**src/sv/cfb_pkg.sv**
```systemverilog
// Shared types, constants and the word-wide CRC32 update for the command frame builder.
// Depends on nothing; every other file of the block imports it.
package cfb_pkg;

   localparam logic [15:0] SIGN_WORD = 16'h484C;
   localparam logic [31:0] CRC_POLY  = 32'h04C11DB7;
   localparam logic [31:0] CRC_INIT  = 32'hFFFFFFFF;

   localparam logic [1:0] STATUS_OK      = 2'd0;
   localparam logic [1:0] STATUS_DROPPED = 2'd1;
   localparam logic [1:0] STATUS_ABORTED = 2'd2;

   localparam logic CMD_START   = 1'b0;
   localparam logic CMD_PAYLOAD = 1'b1;

   typedef enum logic [1:0] {
      OP_START,
      OP_DATA,
      OP_DROP
   } op_kind_type;

   // One classified transaction, handed from the front to the back.
   typedef struct packed {
      op_kind_type kind;
      logic [31:0] word0;   // first header word, or the masked payload word
      logic [31:0] word1;   // second header word
      logic        close;   // the CRC word follows and ends the frame
      logic [1:0]  status;
   } op_type;

   // CRC32, MSB first, one whole 32-bit word per call.
   function automatic logic [31:0] crc_word(input logic [31:0] crc, input logic [31:0] data);
      logic [31:0] c;
      c = crc;
      for (int k = 31; k >= 0; k--) begin
         if (c[31] ^ data[k]) begin
            c = {c[30:0], 1'b0} ^ CRC_POLY;
         end else begin
            c = {c[30:0], 1'b0};
         end
      end
      return c;
   endfunction

endpackage

```
**src/sv/cfb_front.sv**
```systemverilog
// Front end of the command frame builder: classifies each input transaction and tracks
// the open frame and the payload bytes still expected. Depends on cfb_pkg.
module cfb_front #(
   parameter int MAX_FRAME_BYTES = 2048
) (
   input  logic            clock,
   input  logic            reset,
   input  logic            accept,
   input  logic            command,
   input  logic [15:0]     request_code,
   input  logic [15:0]     sequence_number,
   input  logic [10:0]     payload_bytes,
   input  logic [31:0]     payload_word,
   output cfb_pkg::op_type op
);
   import cfb_pkg::*;

   localparam int LIMIT = MAX_FRAME_BYTES - 12;

   logic [10:0] bytes_left_ff, bytes_left_in;
   logic        frame_open_ff, frame_open_in;
   logic [10:0] len_sat;
   logic [11:0] rounded;
   logic [31:0] mask;

   always_comb begin
      if ({6'd0, payload_bytes} > 17'(LIMIT)) begin
         len_sat = 11'(LIMIT);
      end else begin
         len_sat = payload_bytes;
      end
      rounded = ({1'b0, len_sat} + 12'd3) & ~12'd3;
      case (bytes_left_ff[1:0])
         2'd1:    mask = 32'h000000FF;
         2'd2:    mask = 32'h0000FFFF;
         2'd3:    mask = 32'h00FFFFFF;
         default: mask = 32'hFFFFFFFF;
      endcase
   end

   always_comb begin
      op            = '0;
      bytes_left_in = bytes_left_ff;
      frame_open_in = frame_open_ff;
      if (command == CMD_START) begin
         op.kind       = OP_START;
         op.word0      = {request_code, SIGN_WORD};
         op.word1      = {4'd0, rounded, sequence_number};
         op.close      = (len_sat == 11'd0);
         op.status     = frame_open_ff ? STATUS_ABORTED : STATUS_OK;
         bytes_left_in = len_sat;
         frame_open_in = (len_sat != 11'd0);
      end else if (!frame_open_ff) begin
         op.kind   = OP_DROP;
         op.status = STATUS_DROPPED;
      end else begin
         op.kind   = OP_DATA;
         op.status = STATUS_OK;
         if (bytes_left_ff < 11'd4) begin
            op.word0      = payload_word & mask;
            bytes_left_in = 11'd0;
         end else begin
            op.word0      = payload_word;
            bytes_left_in = bytes_left_ff - 11'd4;
         end
         op.close      = (bytes_left_in == 11'd0);
         frame_open_in = (bytes_left_in != 11'd0);
      end
   end

   always_ff @(posedge clock) begin
      if (reset) begin
         bytes_left_ff <= '0;
         frame_open_ff <= 1'b0;
      end else if (accept) begin
         bytes_left_ff <= bytes_left_in;
         frame_open_ff <= frame_open_in;
      end
   end

endmodule

```
**src/sv/cfb_op_fifo.sv**
```systemverilog
// Short register queue of classified transactions between front and back.
// Depends on cfb_pkg for the entry type.
module cfb_op_fifo #(
   parameter int DEPTH = 4
) (
   input  logic            clock,
   input  logic            reset,
   input  logic            write,
   input  cfb_pkg::op_type write_data,
   input  logic            read,
   output cfb_pkg::op_type read_data,
   output logic            full,
   output logic            empty
);
   import cfb_pkg::*;

   localparam int PW = (DEPTH > 1) ? $clog2(DEPTH) : 1;
   localparam int CW = $clog2(DEPTH + 1);

   op_type          entry_ff [DEPTH];
   logic [PW-1:0]   wr_ptr_ff, rd_ptr_ff;
   logic [CW-1:0]   count_ff;
   logic            do_write, do_read;

   assign full      = (count_ff == CW'(DEPTH));
   assign empty     = (count_ff == '0);
   assign do_write  = write && !full;
   assign do_read   = read && !empty;
   assign read_data = entry_ff[rd_ptr_ff];

   always_ff @(posedge clock) begin
      if (do_write) begin
         entry_ff[wr_ptr_ff] <= write_data;
      end
   end

   always_ff @(posedge clock) begin
      if (reset) begin
         wr_ptr_ff <= '0;
         rd_ptr_ff <= '0;
         count_ff  <= '0;
      end else begin
         if (do_write) begin
            wr_ptr_ff <= (wr_ptr_ff == PW'(DEPTH - 1)) ? '0 : wr_ptr_ff + 1'b1;
         end
         if (do_read) begin
            rd_ptr_ff <= (rd_ptr_ff == PW'(DEPTH - 1)) ? '0 : rd_ptr_ff + 1'b1;
         end
         if (do_write && !do_read) begin
            count_ff <= count_ff + 1'b1;
         end else if (do_read && !do_write) begin
            count_ff <= count_ff - 1'b1;
         end
      end
   end

endmodule

```
**src/sv/cfb_back.sv**
```systemverilog
// Back end of the command frame builder: expands each queued transaction into frame words,
// runs the CRC32 and holds the result register. Depends on cfb_pkg.
module cfb_back (
   input  logic            clock,
   input  logic            reset,
   input  logic            op_valid,
   input  cfb_pkg::op_type op,
   output logic            op_done,
   output logic            rsp_valid,
   input  logic            rsp_take,
   output logic [31:0]     frame_word,
   output logic            last,
   output logic [1:0]      status
);
   import cfb_pkg::*;

   logic [1:0]  phase_ff, phase_in;
   logic [31:0] crc_ff, crc_in;
   logic        valid_ff;
   logic [31:0] word_ff, word_in;
   logic        last_ff, last_in;
   logic [1:0]  status_ff;
   logic        step, emit_crc, use_crc, finish;
   logic [31:0] data_word, crc_base, crc_next;

   assign step = op_valid && (!valid_ff || rsp_take);

   always_comb begin
      emit_crc  = 1'b0;
      use_crc   = 1'b0;
      finish    = 1'b0;
      data_word = op.word0;
      crc_base  = crc_ff;
      unique case (op.kind)
         OP_START: begin
            use_crc = 1'b1;
            if (phase_ff == 2'd0) begin
               crc_base = CRC_INIT;
            end else if (phase_ff == 2'd1) begin
               data_word = op.word1;
               finish    = !op.close;
            end else begin
               emit_crc = 1'b1;
               finish   = 1'b1;
            end
         end
         OP_DATA: begin
            use_crc = 1'b1;
            if (phase_ff == 2'd0) begin
               finish = !op.close;
            end else begin
               emit_crc = 1'b1;
               finish   = 1'b1;
            end
         end
         default: begin
            data_word = '0;
            finish    = 1'b1;
         end
      endcase
      crc_next = crc_word(crc_base, data_word);
   end

   always_comb begin
      crc_in   = crc_ff;
      phase_in = phase_ff;
      word_in  = data_word;
      last_in  = 1'b0;
      if (emit_crc) begin
         word_in = crc_ff;
         last_in = 1'b1;
         crc_in  = CRC_INIT;
      end else if (use_crc) begin
         crc_in = crc_next;
      end
      phase_in = finish ? 2'd0 : phase_ff + 2'd1;
   end

   always_ff @(posedge clock) begin
      if (reset) begin
         phase_ff <= 2'd0;
         crc_ff   <= CRC_INIT;
         valid_ff <= 1'b0;
      end else begin
         if (step) begin
            phase_ff <= phase_in;
            crc_ff   <= crc_in;
            valid_ff <= 1'b1;
         end else if (rsp_take) begin
            valid_ff <= 1'b0;
         end
      end
   end

   always_ff @(posedge clock) begin
      if (step) begin
         word_ff   <= word_in;
         last_ff   <= last_in;
         status_ff <= op.status;
      end
   end

   assign op_done    = step && finish;
   assign rsp_valid  = valid_ff;
   assign frame_word = word_ff;
   assign last       = last_ff;
   assign status     = status_ff;

endmodule

```
**src/sv/command_frame_builder_crc32_unit.sv**
```systemverilog
// Top level of the command frame builder with word-wide CRC32.
// Instantiates cfb_front, cfb_op_fifo and cfb_back; depends on cfb_pkg.
//
// Usage. The input side looks like a queue: a transaction is taken at a rising edge
// with push high and full low. A start transaction (req_command = 0) opens a frame and
// yields two header words, plus the CRC word at once when the payload length is zero.
// A payload transaction (req_command = 1) yields one payload word, plus the closing CRC
// word when the announced bytes are used up. The result side also looks like a queue:
// while empty is low the oldest frame word is on rsp_frame_word, rsp_last and
// rsp_status, and it is taken at a rising edge with pop high.
// With the queue and the result register idle, a taken transaction is written into the
// queue, and the back end then loads its first frame word into the result register.
// The back end emits one frame word per cycle while the receiver takes each word, so a
// payload transaction yields one word (two when it closes the frame) and a start
// transaction two or three. The word-wide CRC update in the back end sets that rate.
// A four-entry transaction queue separates the front from the back, so input keeps
// flowing while a result waits; when the receiver stalls the queue fills and full rises.
// Reset clears the frame state, empties the queue and the result register, and sets the
// running CRC to all ones; no frame is open after reset.
module command_frame_builder_crc32_unit #(
   parameter int MAX_FRAME_BYTES = 2048
) (
   input  logic        clock,
   input  logic        reset,
   input  logic        push,
   output logic        full,
   input  logic        req_command,
   input  logic [15:0] req_request_code,
   input  logic [15:0] req_sequence_number,
   input  logic [10:0] req_payload_bytes,
   input  logic [31:0] req_payload_word,
   output logic        empty,
   input  logic        pop,
   output logic [31:0] rsp_frame_word,
   output logic        rsp_last,
   output logic [1:0]  rsp_status
);
   import cfb_pkg::*;

   localparam int QUEUE_DEPTH = 4;

   op_type front_op;
   op_type head_op;
   logic   accept;
   logic   queue_empty;
   logic   head_done;
   logic   rsp_valid;

   // A transaction enters the queue whenever the queue has room.
   assign accept = push && !full;

   cfb_front #(
      .MAX_FRAME_BYTES(MAX_FRAME_BYTES)
   ) u_front (
      .clock          (clock),
      .reset          (reset),
      .accept         (accept),
      .command        (req_command),
      .request_code   (req_request_code),
      .sequence_number(req_sequence_number),
      .payload_bytes  (req_payload_bytes),
      .payload_word   (req_payload_word),
      .op             (front_op)
   );

   cfb_op_fifo #(
      .DEPTH(QUEUE_DEPTH)
   ) u_queue (
      .clock     (clock),
      .reset     (reset),
      .write     (accept),
      .write_data(front_op),
      .read      (head_done),
      .read_data (head_op),
      .full      (full),
      .empty     (queue_empty)
   );

   // The back end retires the head entry once its last frame word is loaded.
   cfb_back u_back (
      .clock     (clock),
      .reset     (reset),
      .op_valid  (!queue_empty),
      .op        (head_op),
      .op_done   (head_done),
      .rsp_valid (rsp_valid),
      .rsp_take  (pop),
      .frame_word(rsp_frame_word),
      .last      (rsp_last),
      .status    (rsp_status)
   );

   assign empty = !rsp_valid;

endmodule
```
**config.mk**
```make
export PLATFORM = sky130hd
export DESIGN_NAME = command_frame_builder_crc32_unit
export DESIGN_NICKNAME = d
export VERILOG_FILES = /design/src/sv/cfb_pkg.sv /design/src/sv/cfb_front.sv /design/src/sv/cfb_op_fifo.sv /design/src/sv/cfb_back.sv /design/src/sv/command_frame_builder_crc32_unit.sv
export SDC_FILE = /design/constraint.sdc
export NUM_CORES = 1
export LEC_CHECK = 0
export ABC_AREA = 1
export ABC_CLOCK_PERIOD_IN_PS = 5200
export BUFFER_PORTS_ARGS = -buffer_cell sky130_fd_sc_hd__clkbuf_2
export CELL_PAD_IN_SITES_DETAIL_PLACEMENT = 0
export CELL_PAD_IN_SITES_GLOBAL_PLACEMENT = 2
export CORE_MARGIN = 5
export CORE_UTILIZATION = 38
export CTS_CLUSTER_DIAMETER = 40
export CTS_CLUSTER_SIZE = 16
export DETAILED_ROUTE_END_ITERATION = 6
export PLACE_DENSITY_LB_ADDON = 0.1
export SETUP_SLACK_MARGIN = 0.05
export SLEW_MARGIN = 5
export SYNTH_ARGS = -nofsm -noshare
export SYNTH_HDL_FRONTEND = slang
export SYNTH_HIERARCHICAL = 1
export SYNTH_SLANG_ARGS = --single-unit
export TNS_END_PERCENT = 20
```
**constraint.sdc**
```tcl
create_clock -name clock -period 5.2 [get_ports clock]
set_input_delay 0.78 -clock clock [delete_from_list [all_inputs] [get_ports clock]]
set_output_delay 0.78 -clock clock [all_outputs]
set_load 0.005 [all_outputs]
```
Word-level counts from Yosys, hierarchy flattened
Memory sizes are Yosys's and may differ from the RTL's. A register that Yosys moved wholly into a read port is not among the register bits.
Cells that the tools add are included.

storage, ports and cells
  register bits after elaboration = 89
  memory bits (writable) = 260
  input bits = 80
  output and inout port bits = 37
  logic and storage cells = 201
  memories = 1

memory list
  memory            depth  width  read ports  clocked after memory_dff  write ports  line               RTL
  u_queue.entry_ff  4      65     1           1                         1            cfb_op_fifo.sv:20  op_type entry_ff [DEPTH];

operators by class
  $add $sub $neg = 7
  $lt $le $gt $ge = 2
  eq/ne operators = 9
  multiplexer cells = 79
  bitwise operators = 65
  reductions and logical operators = 27

operators with widths
  cell                                                                   count
  27-bit two-way mux                                                     32
  14-bit inverter                                                        32
  32-bit two-way mux                                                     9
  32-bit one-hot mux with 3 select lines                                 1
  11-bit two-way mux                                                     6
  32-bit one-hot mux with 2 select lines                                 1
  34-bit two-way mux                                                     1
  32-bit AND                                                             1
  1-bit XOR                                                              32
  28-bit two-way mux                                                     1
  11-bit zero test                                                       2
  11-bit nonzero test                                                    2
  1-bit two-way mux                                                      16
  2-bit two-way mux                                                      7
  11-bit by 2-bit adder with 12-bit output, second input constant        1
  11-bit greater-than comparator, second input constant                  1
  11-bit by 3-bit < comparator with 1-bit output, second input constant  1
  11-bit by 3-bit subtractor with 11-bit output, second input constant   1
  3-bit two-way mux                                                      3
  2-bit == test, second input constant                                   4
  1-bit logical AND                                                      7
  2-bit by 1-bit adder with 2-bit output, second input constant          3
  2-bit by 1-bit == test with 1-bit output, second input constant        3
  1-bit zero test                                                        6
  other kinds (11)                                                       16

Logic depth before layout (Yosys ltp)
Gate-level depths: netlist (run 1).

  depth in word-level cells = 70
  mapped depth = 40
  gate-level depth less buffers = 37

Hierarchy
The synthesis (run 1) kept the hierarchy.

modules (own cells, without submodules)
  module                            instances  cells each  area each (um^2)  sequential area each (um^2)
  cfb_op_fifo                       1          738         10739.0           8468.1
  cfb_back                          1          1414        8687.1            1751.7
  cfb_front                         1          332         1746.7            240.2
  command_frame_builder_crc32_unit  1          4           17.5              0.0

Worst setup path before layout (run 1)
OpenSTA, ideal clock, no wires.

  path type = input -> register
  from = input push
  to = memory u_queue/entry_ff[0][0] (netlist bit) (enable)
  setup time = 0.497 ns
  arrival = 4.024 ns
  required time = 4.703 ns
  setup slack = 0.680 ns
  stages = 4
  buffers on the path = 0
  cell sequence = inv_1 > nor2_2 > nand2_1 > nor2_1

on the way
  longest elaborated chain between the ends = 4

ends and longest elaborated chain
  what                                     line                                    RTL
  start: declaration                       command_frame_builder_crc32_unit.sv:25  input logic push,
  1-bit logical AND                        command_frame_builder_crc32_unit.sv:50  assign accept = push && !full;
  via accept                               command_frame_builder_crc32_unit.sv:44  logic accept;
  1-bit logical AND                        cfb_op_fifo.sv:27                       assign do_write = write && !full;
  1-bit two-way mux                        cfb_op_fifo.sv:32                       if (do_write) begin
  1-bit two-way mux (not written as such)  cfb_op_fifo.sv:33                       entry_ff[wr_ptr_ff] <= write_data;
  end: declaration                         cfb_op_fifo.sv:20

The timed path passes the listed nets, and every way through them passes these cells.

==> results.toml, run 1 <==
[status]
outcome = "finished, final reports clean"

[job]
cap_viol_max_count = 0

[route]
dr.pass1.iters = 6
via_count = 17590
drt_iter0_drc = 974
wirelength_um = 72560
drt-vias-per-instance = 5.069
drcViolationCount = 0
postRouteAntennaNets = 0
routedWlPerCell_um = 20.91

[sta]
hold_violations = 0
skew_ns = 0.04017
timing.fmax_ghz = 0.2040
finalMaxSlewViolations = 0
worst_slack_ns = 0.2976
worst_pin_slew_ns = 1.136
grt_setup_unrepaired = "yes"
slew-limit-headroom_pct = 24.16
setup_viol = 0
period_minus_slack_ns = 4.902
hold-worst-slack_ns = 0.4789
post-route-period-util_pct = 94.28

[synth]
ys_top_cells_by_count = "nand2_1 (653), edfxtp_1 (311), nor2_1 (231), nand3_1 (209), inv_1 (198)"
yosysMostFrequentCell = "nand2_1"
yosysSeqAreaShare_pct = 49.36
synth_top_area_share_pct = 44.07
synth_area_leaders = "edfxtp_1 (44%), nand2_1 (12%), dfxtp_1 (5.3%), nand3_1 (4.9%), nor2_1 (4.1%)"
async_flop_share_pct = 0
synth_area_um2 = 21190
ys.flop_type = "edfxtp_1"
ys_seq_elements = 367
synth.avg_cell_area_um2 = 8.517
synth-edff-count = 311
synthDistinctLibCells = 58
yosysWarnings = 6
yosys.area.top_type = "edfxtp_1"
synth_cells = 2488

[die]
coreArea_um2 = 55200
rows = 86
die_w_um = 246.1
pin_count = 117
die_h_um = 246.1
start_util_pct = 38.39
dieArea_um2 = 60590

[worst_hold_path]
worstHoldStart = "u_back/crc_ff[25]"
min_delay_worst_endpoint = "u_back/crc_ff[25]"
hold_class = "register to register"
min_path_cells = 2

[placed_design]
dpl.hpwl_um = 54050
place_area_um2 = 22950
gp_congestion = 0.8995
numPortBuffers = 116
dp_slack_ns = -0.04913

[cells_and_area]
synthToLayoutAreaGrowth_pct = 18.42
nFillCells = 5404
drive_gt1_share_pct = 19.88
nNetsFinal = 2767
design_area_um2 = 25090
antenna_cells = 0

[worst_setup_path]
crit_slowest_cell = "dfxtp_4"
worst-setup-path-type = "register to register"
critPathMaxStageDelay_ns = 0.38
crit_fanout = 31
rrSetupSlack_ns = 0.30
end_kind = "register"
cp-start-kind = "register"
worst_r2r_path_depth = 32
crit_top_cell = "nand2_1"
worstPathRequired_ns = 5.66
r2r-end = "u_back/crc_ff[17]"
crit_arrival_ns = 5.37

[cts]
cts_max_level = 2
cts.path.max_buffers = 3
cts_tree = "done"
worstSkewPairLatency_ns = 0.61
cts.sinks = 367
cts_inserted_buffers = 56
cts-root-buf = "clkbuf_16"
hold_buffers = 0
cts.reportedPaths.clkPinSlew_ns = 0.05

[global_route]
grt_start_max_net_pins = 70
grt_usage_pct = 23.65
grt_first_pass_wirelength_um = 108000
grt_overflow = 0
antenna_found_initial = 0
grt_pass1_vias = 17070
==> worst max-delay path by stage <==
| stage | startpoint | to | slack, ns | depth (start not counted) |
|---|---|---|---|---|
| final | register | u_back/crc_ff[17] | 0.30 | 32 |
| after global routing | register | u_back/crc_ff[10] | 0.02 | 35 |
| after CTS | register | u_back/crc_ff[21] | 0.06 | 33 |
| after detailed placement | register | u_back/crc_ff[25] | -0.05 | 28 |
| after global placement | register | u_back/crc_ff[25] | -0.01 | 28 |
| after floorplan | push | u_queue/entry_ff[0][0] | 0.68 | 4 |
==> worst max-delay path: cells and delay by family (launching register included) <==
kind / cells / cell delay, ns
compound gates: 2 / 0.40
xor+xnor: 1 / 0.25
buf+inv: 8 / 1.20
flops: 1 / 0.38
simple gates: 21 / 2.51
==> per-layer routing <==
layer | wire [um] | part of all wire, % | up-vias | GRT usage, %
li1 | - | - | 8711 | -
met1 | 33110 | 46 | 8381 | 32.19
met2 | 34890 | 48 | 419 | 40.16
met3 | 2950 | 4.1 | 79 | 3.244
met4 | 1614 | 2.2 | 0 | 5.825
met5 | 0 | 0 | - | 0
==> flip-flops by register name, summed over array words and instances, names as in the netlist, named ones only <==
name                   cells
u_back/status              2
u_back/phase_ff            2
u_front/frame_open_ff      1
u_queue/entry_ff         276
u_front/bytes_left_ff     11
u_back/rsp_valid           1
u_back/frame_word         32
u_back/last                1
u_queue/count_ff           3
u_queue/rd_ptr_ff          2
u_back/crc_ff             32
u_queue/wr_ptr_ff          2
==> cell families (layout without fill, tap and decap cells) <==
group	after synthesis	count (layout)	share of synthesized area, %
fa+ha+maj	12	12	0.7440
flops	367	367	49.36
buf+inv	322	550	6.891
xor+xnor	111	111	4.854
other cells	1	7	0.01770
compound gates	385	385	10.06
simple gates	1290	1290	28.08
==> cells in the final DEF, fill, tap and decap left out, types with 8 or more instances in the layout <==
cell        netlist  routed
a21oi_1          54      51
a22oi_1          13      13
buf_4            18      86
clkbuf_16         0      57
clkbuf_2          5     116
clkinv_4          0       8
clkinvlp_4        0       8
dfxtp_1          56      54
edfxtp_1        311     311
ha_1             11      11
inv_1           198     197
inv_2            27      26
nand2_1         653     648
nand2_2          81      83
nand2_4          33      36
nand3_1         209     207
nand3_2          26      28
nand3b_1         15      15
nor2_1          231     225
nor2_2           11      13
nor2_4            6      10
o211ai_1          8       8
o21ai_0         159     157
o21ai_1          65      67
o22ai_1          69      67
or2_2             8       8
xnor2_1          26      26
xor2_1           79      79
==> through the flow <==
step                      TNS [ns]  cells  util [%]
after floorplan                  0   2494         -
after global placement    -0.01420   3357     41.58
after detailed placement  -0.04913   3357     41.58
after CTS                        0   3462     45.16
after global routing             0   3470     45.46
final                            0   3470     45.46
==> layout make-up <==
class                           count  area (um^2)  area share (%)
Tap cell                          748        935.9           3.730
Timing Repair Buffer              216         1449           5.774
Sequential cell                   367        10470           41.70
Clock buffer                       63         1449           5.774
Inverter                          229        872.1           3.475
Multi-Input combinational cell   1805         9397           37.45
Clock inverter                     42        526.8           2.099
==> timing repair <==
| action | CTS | global route |
|---|---|---|
| pin swaps | 0 | 7 |
| endpoints found under the hold margin | 0 | 0 |
| buffers inserted | 0 | 8 |
| setup endpoints to repair | 1 | 30 |
| gates resized for setup | 1 | 28 |
Power of run 1 is not shown: default switching activity piles up to over one toggle a cycle in this logic, so the estimate is an artifact.
==> inputs of run 2 (changes only) <==
--- a/config.mk
+++ b/config.mk
@@ -5,13 +5,13 @@
 export SDC_FILE = /design/constraint.sdc
 export NUM_CORES = 1
 export LEC_CHECK = 0
-export ABC_AREA = 1
+export ABC_AREA = 0
 export ABC_CLOCK_PERIOD_IN_PS = 5200
 export BUFFER_PORTS_ARGS = -buffer_cell sky130_fd_sc_hd__clkbuf_2
 export CELL_PAD_IN_SITES_DETAIL_PLACEMENT = 0
 export CELL_PAD_IN_SITES_GLOBAL_PLACEMENT = 2
 export CORE_MARGIN = 5
-export CORE_UTILIZATION = 38
+export CORE_UTILIZATION = 45
 export CTS_CLUSTER_DIAMETER = 40
 export CTS_CLUSTER_SIZE = 16
 export DETAILED_ROUTE_END_ITERATION = 6
==> results.toml, run 2 <==
[cells_and_area]
synthToLayoutAreaGrowth_pct = 16.12
layout_common_cells = "edfxtp_1 (311), xnor2_1 (143), nor2_1 (126)"
final_util_pct = 52.75
nNetsFinal = 1611
drive_gt1_share_pct = 27.27
antenna_cells = 0
layout_commonest_cell = "edfxtp_1"
regMostFlops = "u_queue/entry_ff"
largest_reg_flops = 276

[worst_setup_path]
worstPathRequired_ns = 5.71
end_kind = "register"
cp-start-kind = "register"
rrSetupSlack_ns = 0.22
crit_arrival_ns = 5.49
crit_fanout = 18
worst-setup-path-type = "register to register"
worst_r2r_path_depth = 13
r2r-end = "u_back/crc_ff[12]"

[cts]
hold_buffers = 0
cts-root-buf = "clkbuf_16"
cts.path.max_buffers = 3
cts_tree = "done"
cts.sinks = 367
cts_max_level = 2
worstSkewPairLatency_ns = 0.61
cts.reportedPaths.clkPinSlew_ns = 0.05
cts_inserted_buffers = 53

[global_route]
grt_first_pass_wirelength_um = 72960
grt_usage_pct = 20.54
antenna_found_initial = 1
grt_pass1_vias = 11490
grt_overflow = 0
grt_start_max_net_pins = 64

[sta]
hold-worst-slack_ns = 0.4673
worst_pin_slew_ns = 0.9830
setup_viol = 0
slew-limit-headroom_pct = 34.46
fin_setup_tns_ns = 0
post-route-period-util_pct = 95.80
finalMaxSlewViolations = 0
timing.fmax_ghz = 0.2007
skew_ns = 0.03858
hold_violations = 0
period_minus_slack_ns = 4.981
grt_setup_unrepaired = "yes"

[synth]
synth_area_leaders = "edfxtp_1 (48%), mux4_2 (7.9%), xnor2_1 (6.5%), dfxtp_1 (5.7%), xnor3_1 (5.5%)"
ys.flop_type = "edfxtp_1"
synth.avg_cell_area_um2 = 14.37
synthDistinctLibCells = 88
synth_top_area_share_pct = 47.73
ys_top_cells_by_count = "edfxtp_1 (311), xnor2_1 (146), nor2_1 (127), nand2_1 (84), mux4_2 (69)"
synth_area_um2 = 19570
yosysMostFrequentCell = "edfxtp_1"
yosysWarnings = 6
async_flop_share_pct = 0
yosys.area.top_type = "edfxtp_1"
synth-edff-count = 311
synthSimpleGateAreaFrac_pct = 7.999
ys_seq_elements = 367
yosys.area_share.adder_pct = 0.8057
muxShareOfSynthArea_pct = 9.591
synth_top_family_by_area = "XOR/XNOR gates"
synth_cells = 1362
yosysSeqAreaShare_pct = 53.46
synth-xor-area-share_pct = 19.29
synth-compound-area-share_pct = 5.314

[route]
postRouteAntennaNets = 0
wirelength_um = 48340
drt_iter0_drc = 817
dr.pass1.iters = 4
drcViolationCount = 0
drt-vias-per-instance = 5.197
via_count = 11160
routedWlPerCell_um = 22.52

[placed_design]
gp_congestion = 0.9200
numPortBuffers = 116
dpl.hpwl_um = 34220

[die]
rows = 76
die_h_um = 218.5
coreArea_um2 = 43080
dieArea_um2 = 47750
start_util_pct = 45.43
pin_count = 117
die_w_um = 218.5

[worst_hold_path]
min_delay_worst_endpoint = "u_front/bytes_left_ff[0]"
worstHoldStart = "req_payload_bytes[0]"
min_path_cells = 3
hold_class = "input port to register"

[job]
cap_viol_max_count = 0

[status]
outcome = "finished, final reports clean"
run 2: cell types whose count changed in the layout (fill, tap and decap cells not counted), sizes merged, moves of 29 or more:
cell,before,now
buf,100,61
mux4,0,69
xnor3,0,58
inv,238,52
o21ai,225,33
xnor2,27,164
nand2,767,85
xor2,84,55
nor2,250,129
nand3,236,7
o22ai,70,9
run 2: metal layers:
metal / GRT usage, % / vias up / share of wire (%)
met4: 5.861 / 0 / 2.4
met3: 3.311 / 66 / 4.3
met1: 28.66 / 5568 / 45
met2: 33.64 / 249 / 49
li1: - / 5276 / -
met5: 0 / - / 0
run 2: cells by family after synthesis:
logic type	after synthesis
compound gates	152
mux	97
simple gates	323
buf+inv	122
flops	367
xor+xnor	288
fa+ha+maj	12
other cells	1
run 2: worst max-delay path, cell delays in order (launching register included):
cell and delay [ns]:
dfxtp_4 0.39, mux4_2 0.59, nor3b_4 0.24, buf_12 0.20, nand2_2 0.10, a21oi_2 0.20, xnor3_2 0.56, xnor3_2 0.46
xnor3_1 0.46, xnor3_2 0.52, xnor3_2 0.35, xnor3_2 0.32, xnor3_1 0.36, a21oi_1 0.14
run 2: metrics by stage:
stage,setup slack [ns],cell area [um^2],cells
2_1_floorplan,0.2924,19590,1368
3_3_place_gp,0.1204,20940,2048
3_5_place_dp,0.1769,20940,2048
4_1_cts,0.1324,22680,2146
5_1_grt,0.003653,22720,2147
6_report,0.2185,22720,2147
run 2: worst max path at each step:
stage,from,end,cells after the start
finish,register,u_back/crc_ff[12],13
global route,register,u_back/crc_ff[12],13
CTS,register,u_back/crc_ff[12],14
detailed placement,register,u_back/crc_ff[12],14
global placement,register,u_back/crc_ff[8],14
floorplan,register,u_back/crc_ff[12],15
run 2: repair_timing:
action / 4_1_cts / 5_1_grt
resized for setup: 0 / 6
setup endpoints to repair: 0 / 9
buffers inserted: 0 / 1
run 2: layout make-up:
class / count / area [um^2]
Fill cell: 3707 / 20350
Sequential cell: 367 / 10470
Multi-Input combinational cell: 879 / 8498
Clock buffer: 63 / 1374
Timing Repair Buffer: 177 / 1134
Tap cell: 585 / 732.0
Clock inverter: 35 / 362.8
Inverter: 41 / 153.9
Power of run 2 is left out for the same reason.
==> inputs of run 3 (changes only) <==
--- a/config.mk
+++ b/config.mk
@@ -15,6 +15,7 @@
 export CTS_CLUSTER_DIAMETER = 40
 export CTS_CLUSTER_SIZE = 16
 export DETAILED_ROUTE_END_ITERATION = 6
+export MAX_ROUTING_LAYER = met4
 export PLACE_DENSITY_LB_ADDON = 0.1
 export SETUP_SLACK_MARGIN = 0.05
 export SLEW_MARGIN = 5
==> results.toml, run 3 (same netlist as run 2, synthesis figures left out) <==
[worst_setup_path]
cpLargestDelayFamily = "XOR/XNOR gates"
worstPathRequired_ns = 5.70
crit_slowest_cell = "mux4_2"
crit_fanout = 5
worst-setup-path-type = "register to register"
critPathMaxStageDelay_ns = 0.60
crit_arrival_ns = 5.47
cp_cell_sequence = "mux4_2, nor3b_4, buf_4, nand2_1, a21oi_2, xnor3_2, xnor3_2, xnor3_1, xnor3_2, xnor3_2, xnor3_2, xnor3_1, a21oi_1"
end_kind = "register"
crit_top_cell = "xnor3_2"
path_buf_inv = 1
cp-start-kind = "register"

[job]
cap_viol_max_count = 0

[cells_and_area]
antenna_cells = 0
regMostFlops = "u_queue/entry_ff"
layout_common_cells = "edfxtp_1 (311), xnor2_1 (145), nor2_1 (126)"
synthToLayoutAreaGrowth_pct = 17.28
largest_reg_flops = 276
drive_gt1_share_pct = 28.58
layout_commonest_cell = "edfxtp_1"
nNetsFinal = 1626

[route]
wirelength_um = 48770
dr.pass1.iters = 7
via_count = 11150
drt_iter0_drc = 838
drcViolationCount = 0
postRouteAntennaNets = 0
routedWlPerCell_um = 22.55
drt-vias-per-instance = 5.155

[die]
start_util_pct = 45.43
die_h_um = 218.5
rows = 76
coreArea_um2 = 43080
pin_count = 117
dieArea_um2 = 47750
die_w_um = 218.5

[cts]
cts_inserted_buffers = 54
cts-root-buf = "clkbuf_16"
cts.sinks = 367
worstSkewPairLatency_ns = 0.61
cts.reportedPaths.clkPinSlew_ns = 0.06
cts_tree = "done"
cts_max_level = 2
cts.path.max_buffers = 3

[global_route]
grt_start_max_net_pins = 57
antenna_found_initial = 1
grt_overflow = 0
grt_usage_pct = 21.33
grt_pass1_vias = 11570
grt_first_pass_wirelength_um = 73890

[sta]
setup_viol = 0
skew_ns = 0.03908
worst_pin_slew_ns = 0.9755
timing.fmax_ghz = 0.2014
hold_violations = 0
slew-limit-headroom_pct = 34.97
post-route-period-util_pct = 95.50
period_minus_slack_ns = 4.966
finalMaxSlewViolations = 0
fin_setup_tns_ns = 0
grt_setup_unrepaired = "yes"

[status]
outcome = "finished, final reports clean"

[placed_design]
gp_congestion = 0.9199
numPortBuffers = 116
dpl.hpwl_um = 34840

[worst_hold_path]
hold_class = "input port to register"
[run 3: routing by layer]
| metal | up-vias | wire length [um] | global-route usage, % |
|---|---|---|---|
| met4 | 0 | 872 | 5.401 |
| met2 | 273 | 23930 | 34.21 |
| met3 | 49 | 2366 | 3.241 |
| met1 | 5517 | 21600 | 28.96 |
| met5 | - | 0 | - |
| li1 | 5312 | - | - |
[run 3: area by class of cell]
class,count,area (um^2)
sequential,367,10470
fill,3607,20130
clock buffer,59,1370
inverter,41,153.9
tap,585,732.0
multi-input combinational,879,8561
clock inverter,41,446.7
timing repair buffer,191,1219
[run 3: final timing paths]
| kind | cells after the start | slack (ns) | end | start |
|---|---|---|---|---|
| max reg2reg | 13 | 0.23 | u_back/crc_ff[12] | register |
| min | 3 | 0.46 | u_front/bytes_left_ff[0] | req_payload_bytes[0] |
| min reg2reg | 2 | 0.50 | register | u_queue/rd_ptr_ff[0] |
| max | 13 | 0.23 | u_back/crc_ff[12] | register |
[run 3: through the flow]
stage / hold slack [ns] / std cells / setup WS (ns) / utilization, % / cell area, um^2
finish: 0.4649 / 2163 / 0.2342 / 53.28 / 22950
global route: 0.4659 / 2163 / 0.02156 / 53.28 / 22950
CTS: 0.4394 / 2154 / 0.07575 / 52.85 / 22770
detailed placement: 0.5031 / 2054 / 0.05595 / 48.63 / 20950
global placement: 0.5033 / 2054 / 0.1416 / 48.63 / 20950
floorplan: 0.4607 / 1368 / 0.2924 / - / 19590
[run 3: worst min-delay path, delay by kind of cell]
family	cells	cell delay [ns]
buffers and inverters	1	0.11
AOI/OAI and AO/OA	1	0.07
and+or+nand+nor	1	0.07
[run 3: repair_timing]
action / CTS / global route
setup buffers: 0 / 8
pin swaps: 0 / 6
cloned: 0 / 1
resized for setup: 1 / 13
setup endpoints to repair: 2 / 18
hold buffers: 0 / 0
Power of run 3 is left out for the same reason.
